===== config.mk =====
export PLATFORM = sky130hd
export DESIGN_NAME = interleaved_rtp_deframer_unit
export DESIGN_NICKNAME = d
export VERILOG_FILES = /design/src/hdl/irtpd_pkg.sv /design/src/hdl/interleaved_rtp_deframer_unit.sv
export SDC_FILE = /design/constraint.sdc
export NUM_CORES = 1
export LEC_CHECK = 0
export BUFFER_PORTS_ARGS = -buffer_cell sky130_fd_sc_hd__clkbuf_2
export CORE_MARGIN = 2
export CORE_UTILIZATION = 43
export CTS_CLUSTER_DIAMETER = 60
export DETAILED_ROUTE_END_ITERATION = 7
export GPL_TIMING_DRIVEN = 0
export SKIP_LAST_GASP = 1
export SYNTH_ARGS = -nofsm -noshare
export SYNTH_HDL_FRONTEND = slang
export SYNTH_SLANG_ARGS = --single-unit

===== constraint.sdc =====
create_clock -name clock -period 5.5 [get_ports clock]
set_input_delay 0.55 -clock clock [delete_from_list [all_inputs] [get_ports clock]]
set_output_delay 0.55 -clock clock [all_outputs]
set_load 0.1 [all_outputs]

===== src/hdl/irtpd_pkg.sv =====
// Package for the interleaved RTP deframer: frame phase codes, register
// indexes, reset values and the result item struct.
// No dependencies.
package irtpd_pkg;

   localparam logic [7:0] MAGIC_BYTE      = 8'h24;
   localparam int unsigned CSR_INDEX_WIDTH = 3;

   // register indexes on the configuration port
   localparam logic [CSR_INDEX_WIDTH-1:0] CSR_VIDEO_DATA    = 3'd0;
   localparam logic [CSR_INDEX_WIDTH-1:0] CSR_VIDEO_CONTROL = 3'd1;
   localparam logic [CSR_INDEX_WIDTH-1:0] CSR_AUDIO_DATA    = 3'd2;
   localparam logic [CSR_INDEX_WIDTH-1:0] CSR_AUDIO_CONTROL = 3'd3;

   localparam logic [7:0] VIDEO_DATA_RESET    = 8'd0;
   localparam logic [7:0] VIDEO_CONTROL_RESET = 8'd1;
   localparam logic [7:0] AUDIO_DATA_RESET    = 8'd2;
   localparam logic [7:0] AUDIO_CONTROL_RESET = 8'd3;

   localparam logic MEDIA_VIDEO = 1'b0;
   localparam logic MEDIA_AUDIO = 1'b1;

   typedef enum logic [4:0] {
      PHASE_HUNT    = 5'b00001,
      PHASE_CHANNEL = 5'b00010,
      PHASE_LEN_HI  = 5'b00100,
      PHASE_LEN_LO  = 5'b01000,
      PHASE_PAYLOAD = 5'b10000
   } phase_type;

   typedef struct packed {
      logic [7:0]  payload_byte;
      logic        media_kind;
      logic        is_control;
      logic        first_of_packet;
      logic        last_of_packet;
      logic        empty_packet;
      logic [15:0] packet_length;
   } rsp_item_type;

endpackage


===== src/hdl/interleaved_rtp_deframer_unit.sv =====
// Interleaved RTP/RTCP binary-data deframer, top level.
// Depends on irtpd_pkg for phase codes, register indexes and the result struct.
// An accepted payload byte's result is registered into the main or the skid entry.
// Throughput: one byte per cycle; a two-entry output register (main plus skid)
// keeps input flowing while one result waits, and req_stall rises when both are full.
// Reset (synchronous, active high): phase returns to hunting for the magic byte,
// channel registers take their default values and both output entries empty.
module interleaved_rtp_deframer_unit (
   input  logic                                  clock,
   input  logic                                  reset,
   input  logic                                  req_valid,
   output logic                                  req_stall,
   input  logic [7:0]                            req_in_byte,
   output logic                                  rsp_valid,
   input  logic                                  rsp_stall,
   output logic [7:0]                            rsp_payload_byte,
   output logic                                  rsp_media_kind,
   output logic                                  rsp_is_control,
   output logic                                  rsp_first_of_packet,
   output logic                                  rsp_last_of_packet,
   output logic                                  rsp_empty_packet,
   output logic [15:0]                           rsp_packet_length,
   input  logic                                  csr_write_enable,
   input  logic [irtpd_pkg::CSR_INDEX_WIDTH-1:0] csr_index,
   input  logic [7:0]                            csr_write_data
);

   logic [7:0] video_data_ff, video_control_ff, audio_data_ff, audio_control_ff;

   irtpd_pkg::phase_type phase_ff, phase_in;
   logic [7:0]  held_channel_ff, held_channel_in;
   logic [15:0] held_length_ff, held_length_in;
   logic [15:0] bytes_left_ff, bytes_left_in;

   irtpd_pkg::rsp_item_type main_ff, skid_ff, result;
   logic main_valid_ff, skid_valid_ff;
   logic has_result;
   logic accept;
   logic routed, kind, ctrl;
   logic [15:0] full_length;
   logic last_byte;

   assign accept    = req_valid && !req_stall;
   assign req_stall = skid_valid_ff;

   // configuration registers
   always_ff @(posedge clock) begin
      if (reset) begin
         video_data_ff    <= irtpd_pkg::VIDEO_DATA_RESET;
         video_control_ff <= irtpd_pkg::VIDEO_CONTROL_RESET;
         audio_data_ff    <= irtpd_pkg::AUDIO_DATA_RESET;
         audio_control_ff <= irtpd_pkg::AUDIO_CONTROL_RESET;
      end else if (csr_write_enable) begin
         case (csr_index)
            irtpd_pkg::CSR_VIDEO_DATA:    video_data_ff    <= csr_write_data;
            irtpd_pkg::CSR_VIDEO_CONTROL: video_control_ff <= csr_write_data;
            irtpd_pkg::CSR_AUDIO_DATA:    audio_data_ff    <= csr_write_data;
            irtpd_pkg::CSR_AUDIO_CONTROL: audio_control_ff <= csr_write_data;
            default: ;
         endcase
      end
   end

   // channel routing; video wins over audio when registers overlap
   always_comb begin
      routed = 1'b1;
      kind   = irtpd_pkg::MEDIA_VIDEO;
      ctrl   = 1'b0;
      if (held_channel_ff == video_data_ff || held_channel_ff == video_control_ff) begin
         ctrl = (held_channel_ff == video_control_ff);
      end else if (held_channel_ff == audio_data_ff ||
                   held_channel_ff == audio_control_ff) begin
         kind = irtpd_pkg::MEDIA_AUDIO;
         ctrl = (held_channel_ff == audio_control_ff);
      end else begin
         routed = 1'b0;
      end
   end

   assign full_length = {held_length_ff[15:8], req_in_byte};
   assign last_byte   = (bytes_left_ff[15:1] == 15'd0);

   always_comb begin
      phase_in        = phase_ff;
      held_channel_in = held_channel_ff;
      held_length_in  = held_length_ff;
      bytes_left_in   = bytes_left_ff;
      has_result      = 1'b0;
      result.payload_byte    = req_in_byte;
      result.media_kind      = kind;
      result.is_control      = ctrl;
      result.first_of_packet = (bytes_left_ff == held_length_ff);
      result.last_of_packet  = last_byte;
      result.empty_packet    = 1'b0;
      result.packet_length   = held_length_ff;
      case (phase_ff)
         irtpd_pkg::PHASE_CHANNEL: begin
            held_channel_in = req_in_byte;
            phase_in        = irtpd_pkg::PHASE_LEN_HI;
         end
         irtpd_pkg::PHASE_LEN_HI: begin
            held_length_in = {req_in_byte, 8'd0};
            phase_in       = irtpd_pkg::PHASE_LEN_LO;
         end
         irtpd_pkg::PHASE_LEN_LO: begin
            held_length_in = full_length;
            if (full_length == 16'd0) begin
               // zero-length packet: one empty result if the channel is routed
               has_result             = routed;
               result.payload_byte    = 8'd0;
               result.first_of_packet = 1'b1;
               result.last_of_packet  = 1'b1;
               result.empty_packet    = 1'b1;
               result.packet_length   = 16'd0;
               bytes_left_in          = 16'd0;
               phase_in               = irtpd_pkg::PHASE_HUNT;
            end else begin
               bytes_left_in = full_length;
               phase_in      = irtpd_pkg::PHASE_PAYLOAD;
            end
         end
         irtpd_pkg::PHASE_PAYLOAD: begin
            has_result = routed;
            if (last_byte) begin
               bytes_left_in = 16'd0;
               phase_in      = irtpd_pkg::PHASE_HUNT;
            end else begin
               bytes_left_in = bytes_left_ff - 16'd1;
            end
         end
         default: begin
            phase_in = (req_in_byte == irtpd_pkg::MAGIC_BYTE) ?
                       irtpd_pkg::PHASE_CHANNEL : irtpd_pkg::PHASE_HUNT;
         end
      endcase
   end

   always_ff @(posedge clock) begin
      if (reset) begin
         phase_ff        <= irtpd_pkg::PHASE_HUNT;
         held_channel_ff <= 8'd0;
         held_length_ff  <= 16'd0;
         bytes_left_ff   <= 16'd0;
      end else if (accept) begin
         phase_ff        <= phase_in;
         held_channel_ff <= held_channel_in;
         held_length_ff  <= held_length_in;
         bytes_left_ff   <= bytes_left_in;
      end
   end

   // output register with skid entry
   always_ff @(posedge clock) begin
      if (reset) begin
         main_valid_ff <= 1'b0;
         skid_valid_ff <= 1'b0;
      end else if (!main_valid_ff || !rsp_stall) begin
         if (skid_valid_ff) begin
            main_valid_ff <= 1'b1;
            skid_valid_ff <= 1'b0;
         end else begin
            main_valid_ff <= accept && has_result;
         end
      end else if (accept && has_result) begin
         skid_valid_ff <= 1'b1;
      end
   end

   always_ff @(posedge clock) begin
      if (!main_valid_ff || !rsp_stall) begin
         main_ff <= skid_valid_ff ? skid_ff : result;
      end else if (accept && has_result) begin
         skid_ff <= result;
      end
   end

   assign rsp_valid           = main_valid_ff;
   assign rsp_payload_byte    = main_ff.payload_byte;
   assign rsp_media_kind      = main_ff.media_kind;
   assign rsp_is_control      = main_ff.is_control;
   assign rsp_first_of_packet = main_ff.first_of_packet;
   assign rsp_last_of_packet  = main_ff.last_of_packet;
   assign rsp_empty_packet    = main_ff.empty_packet;
   assign rsp_packet_length   = main_ff.packet_length;

   skid_needs_main: assert property (@(posedge clock) disable iff (reset)
      skid_valid_ff |-> main_valid_ff)
      else $error("skid entry holds an item while the main entry is empty");

   reset_to_hunt: assert property (@(posedge clock)
      reset |=> phase_ff == irtpd_pkg::PHASE_HUNT)
      else $error("phase not hunting after reset");

   payload_count_live: assert property (@(posedge clock) disable iff (reset)
      phase_ff == irtpd_pkg::PHASE_PAYLOAD |-> bytes_left_ff != 16'd0)
      else $error("payload phase with no bytes left");

   empty_marks: assert property (@(posedge clock) disable iff (reset)
      main_valid_ff && main_ff.empty_packet |->
         main_ff.first_of_packet && main_ff.last_of_packet && main_ff.packet_length == 16'd0)
      else $error("empty packet result with inconsistent marks");

endmodule


==> out/qor.log <==
qor: place.postPlaceCellArea 6780 sq um
qor: final_layout.final_util 51.3%
qor: yosys.synth.most_common_cell dfxtp_1
qor: timing.report.final.hold_viol_count 0
qor: timing.period_share 62.2%
qor: yosys.synth_commonest_cells dfxtp_1 (79), nand2_1 (76), edfxtp_1 (58)
qor: floorplanning.ios 55
qor: grt.initial_antenna_violation_count 0
qor: floorplanning.initial_standard_cell_utilization_of_the_core 43.5%
qor: cts.number_of_resized_instances_in_the_post_cts_repair_step 0
qor: power_and_ir_drop.ir_worst_vdd 0.000284 V
qor: floorplanning.row_count 44
qor: timing.final.setup_skew 0.00693 ns
qor: grt.grt_pass1_wl 25,400 um
qor: yosys.synth_top_cells_by_area edfxtp_1 (28%), dfxtp_1 (25%), mux2_2 (5.0%)
qor: job.max_cap_violations 0
qor: final_layout.layout.cell_area.non_filler 7370 sq um
qor: critical_path.start_kind register
qor: grt.globalRouteTotalUtil 21.3%
qor: yosys.post-synth-top-area-fraction 27.9%
qor: cts.path_clk_slew 0.06 ns
qor: timing.maxClockFrequency 292 MHz
qor: floorplanning.placeableCoreArea 14,400 sq um
qor: place.dp.final_hpwl 11,300 um
qor: place.io_buffers 53
qor: yosys.yosysTopAreaCell edfxtp_1
qor: final_layout.design.final.nets 712
qor: power_and_ir_drop.total_power 2.31 mW
qor: place.post-place-cells 852
qor: cts.clock_tree_from_tritoncts done
qor: cts.worst_skew_pair.late_latency 0.43 ns
qor: yosys.synth.distinct_cells 50
qor: timing.post-route-worst-setup-slack 2.08 ns
qor: drt.route.vias.total 4,781
qor: floorplanning.die_height 125 um
qor: power_and_ir_drop.leakagePower 2.84 nW
qor: yosys.synth-edff-count 58
qor: critical_path.crit_family simple AND/OR/NAND/NOR gates
qor: grt.largest_net_degree_at_the_start_of_global_routing 33
qor: place.gpl.final_weighted_congestion 0.965
qor: cts.cts.sinks 137
qor: critical_path.timing.critical_path.slowest_stage_cell or4b_1
qor: cts.cts-root-buf clkbuf_16
qor: yosys.synth-async-reset-ratio 0%
qor: yosys.synth_top_flop_cell dfxtp_1
qor: cts.htree_levels 4
qor: cts.numCtsBuffers 17
qor: timing.setup_violations 0
qor: floorplanning.fp.dieArea 15,500 sq um
qor: outcome.status finished clean
qor: critical_path.critical_path_peak_fanout 10
qor: drt.viasPerCell 5.41
qor: timing.slew-limit-headroom 32.6%
qor: final_layout.area_delta_synth_final 17.9%
qor: final_layout.final-instance-count-excl-fill 884
qor: drt.detail_route.drc_violations 0
qor: yosys.synth-seq-cells 137
qor: grt.number_of_global_route_vias_before_repair 4,691
qor: cts.cts.hold.buffers_added 0
qor: critical_path.path_cells buf_2 > or4b_1 > or2_2 > or2_2 > buf_2 > and2_1 > nor4_2 > buf_4 > buf_4 > buf_4
qor: cts.max-clock-path-buffers 2
qor: final_layout.post_route_cells_drive_above_1_share 18.7%
qor: yosys.syn-cell-area 6250 sq um
qor: critical_path.timing.critical_path.buf_inv 5
qor: cts.postCtsSetupBuffers 0
qor: drt.drt_wl_total 15,900 um
qor: drt.wl_per_cell 18.0 um
qor: power_and_ir_drop.power_per_cell_area 313 nW/um^2
qor: critical_path.critical_path_arrival 3.56 ns
qor: yosys.synth.avg_cell_area 10.2 sq um
qor: critical_path.nature_of_the_critical_path_endpoint register
qor: timing.timing_worst_slew_pin_value 0.997 ns
qor: critical_path.critical_path.max_stage_delay 0.49 ns
qor: min_path.hold_path.class in -> reg
qor: yosys.seq_area_frac_synth 53.2%
qor: drt.antenna_violating_nets_post_route 0
qor: timing.maxSlewViolCount 0
qor: critical_path.cp.required 5.64 ns
qor: yosys.synthesized_instance_count 611
qor: timing.grt_setup_unrepaired no
qor: grt.globalRoute.totalOverflow 0
qor: critical_path.path_class reg -> reg
qor: final_layout.nFillCells 1,279
qor: critical_path.timing.critical_path.mode_cell buf_4
qor: yosys.synth.net_count 636
qor: floorplanning.overall_die_width 125 um
qor: drt.drt_first_pass_iters 5
qor: place.minimum_setup_slack_after_placement 1.83 ns
qor: drt.drt_initial_violations 372
qor: yosys.yosysWarningCount 0
qor: timing.period_minus_slack 3.42 ns
qor: final_layout.number_of_antenna_repair_diodes 0
-- cell families after synthesis --
logic type	count (synthesis)	share of synthesized area, %
XOR/XNOR	51	7.15
adder cells (fa/ha/maj)	1	0.200
multiplexers	52	8.89
flip-flops	137	53.2
AO/OA/AOI/OAI	85	8.69
buffers and inverters	62	4.04
AND/OR/NAND/NOR	223	17.9
-- final timing paths --
kind                          to  slack (ns)                 from  depth (start not counted)
min reg2reg  audio_control_ff[5]        0.47  audio_control_ff[5]                          2
min          audio_control_ff[2]        0.40    csr_write_data[2]                          3
max reg2reg           skid_ff[3]        2.08          phase_ff[2]                         10
max                   skid_ff[3]        2.08          phase_ff[2]                         10
-- sequential cells by signal, indices dropped and copies added (netlist names), 5 cells and up --
signal	count
audio_control_ff	8
audio_data_ff	8
bytes_left_ff	16
held_channel_ff	8
held_length_ff	16
phase_ff	5
rsp_packet_length	16
rsp_payload_byte	8
skid_ff	29
video_control_ff	8
video_data_ff	8
-- metal layers --
| metal | up-vias | track usage (%) | part of all wire, % |
|---|---|---|---|
| met1 | 2281 | 25.7 | 42 |
| met3 | 34 | 3.95 | 4.6 |
| met5 | - | 0 | 0 |
| met2 | 146 | 37.2 | 51 |
| li1 | 2320 | - | - |
| met4 | 0 | 8.66 | 2.4 |
-- per-stage QoR --
stage                     hold WS, ns  TNS [ns]
after floorplan                 0.449         0
after global placement          0.455    -55.97
after detailed placement        0.460         0
after CTS                       0.387         0
after global routing            0.397         0
final                           0.403         0
-- cell usage in the layout, fill, tap and decap left out, drive strengths merged, types with 13 or more instances in the layout --
cell type | Yosys | layout
dfxtp | 79 | 79
mux2i | 24 | 24
xor2 | 18 | 18
nand2 | 76 | 76
nand4 | 13 | 13
a21oi | 38 | 38
nor4 | 15 | 15
nor2 | 49 | 49
edfxtp | 58 | 58
xnor2 | 33 | 33
mux2 | 28 | 28
clkbuf | 50 | 127
-- report_power, final --
part	internal, mW	switching, mW
combinational	0.0262	0.0731
sequential	1.06	0.00463
clock	0.722	0.418
-- worst register-to-register path: stages, from the launching register on --
cell,delay [ns]
dfxtp_1,0.29
buf_2,0.16
or4b_1,0.49
or2_2,0.30
or2_2,0.35
buf_2,0.22
and2_1,0.20
nor4_2,0.48
buf_4,0.27
buf_4,0.19
buf_4,0.19
-- layout make-up --
class	instances	area, sq um	share of cell area (%)
flip-flops and latches	137	3320	45.1
multi-input cells	412	2680	36.4
clock buffers	24	462	6.26
repair buffers	57	295	4.01
plain buffers	57	234	3.17
well taps	184	230	3.12
clock inverters	8	123	1.66
inverters	5	18.8	0.255
(Power assumes the default switching activity.)
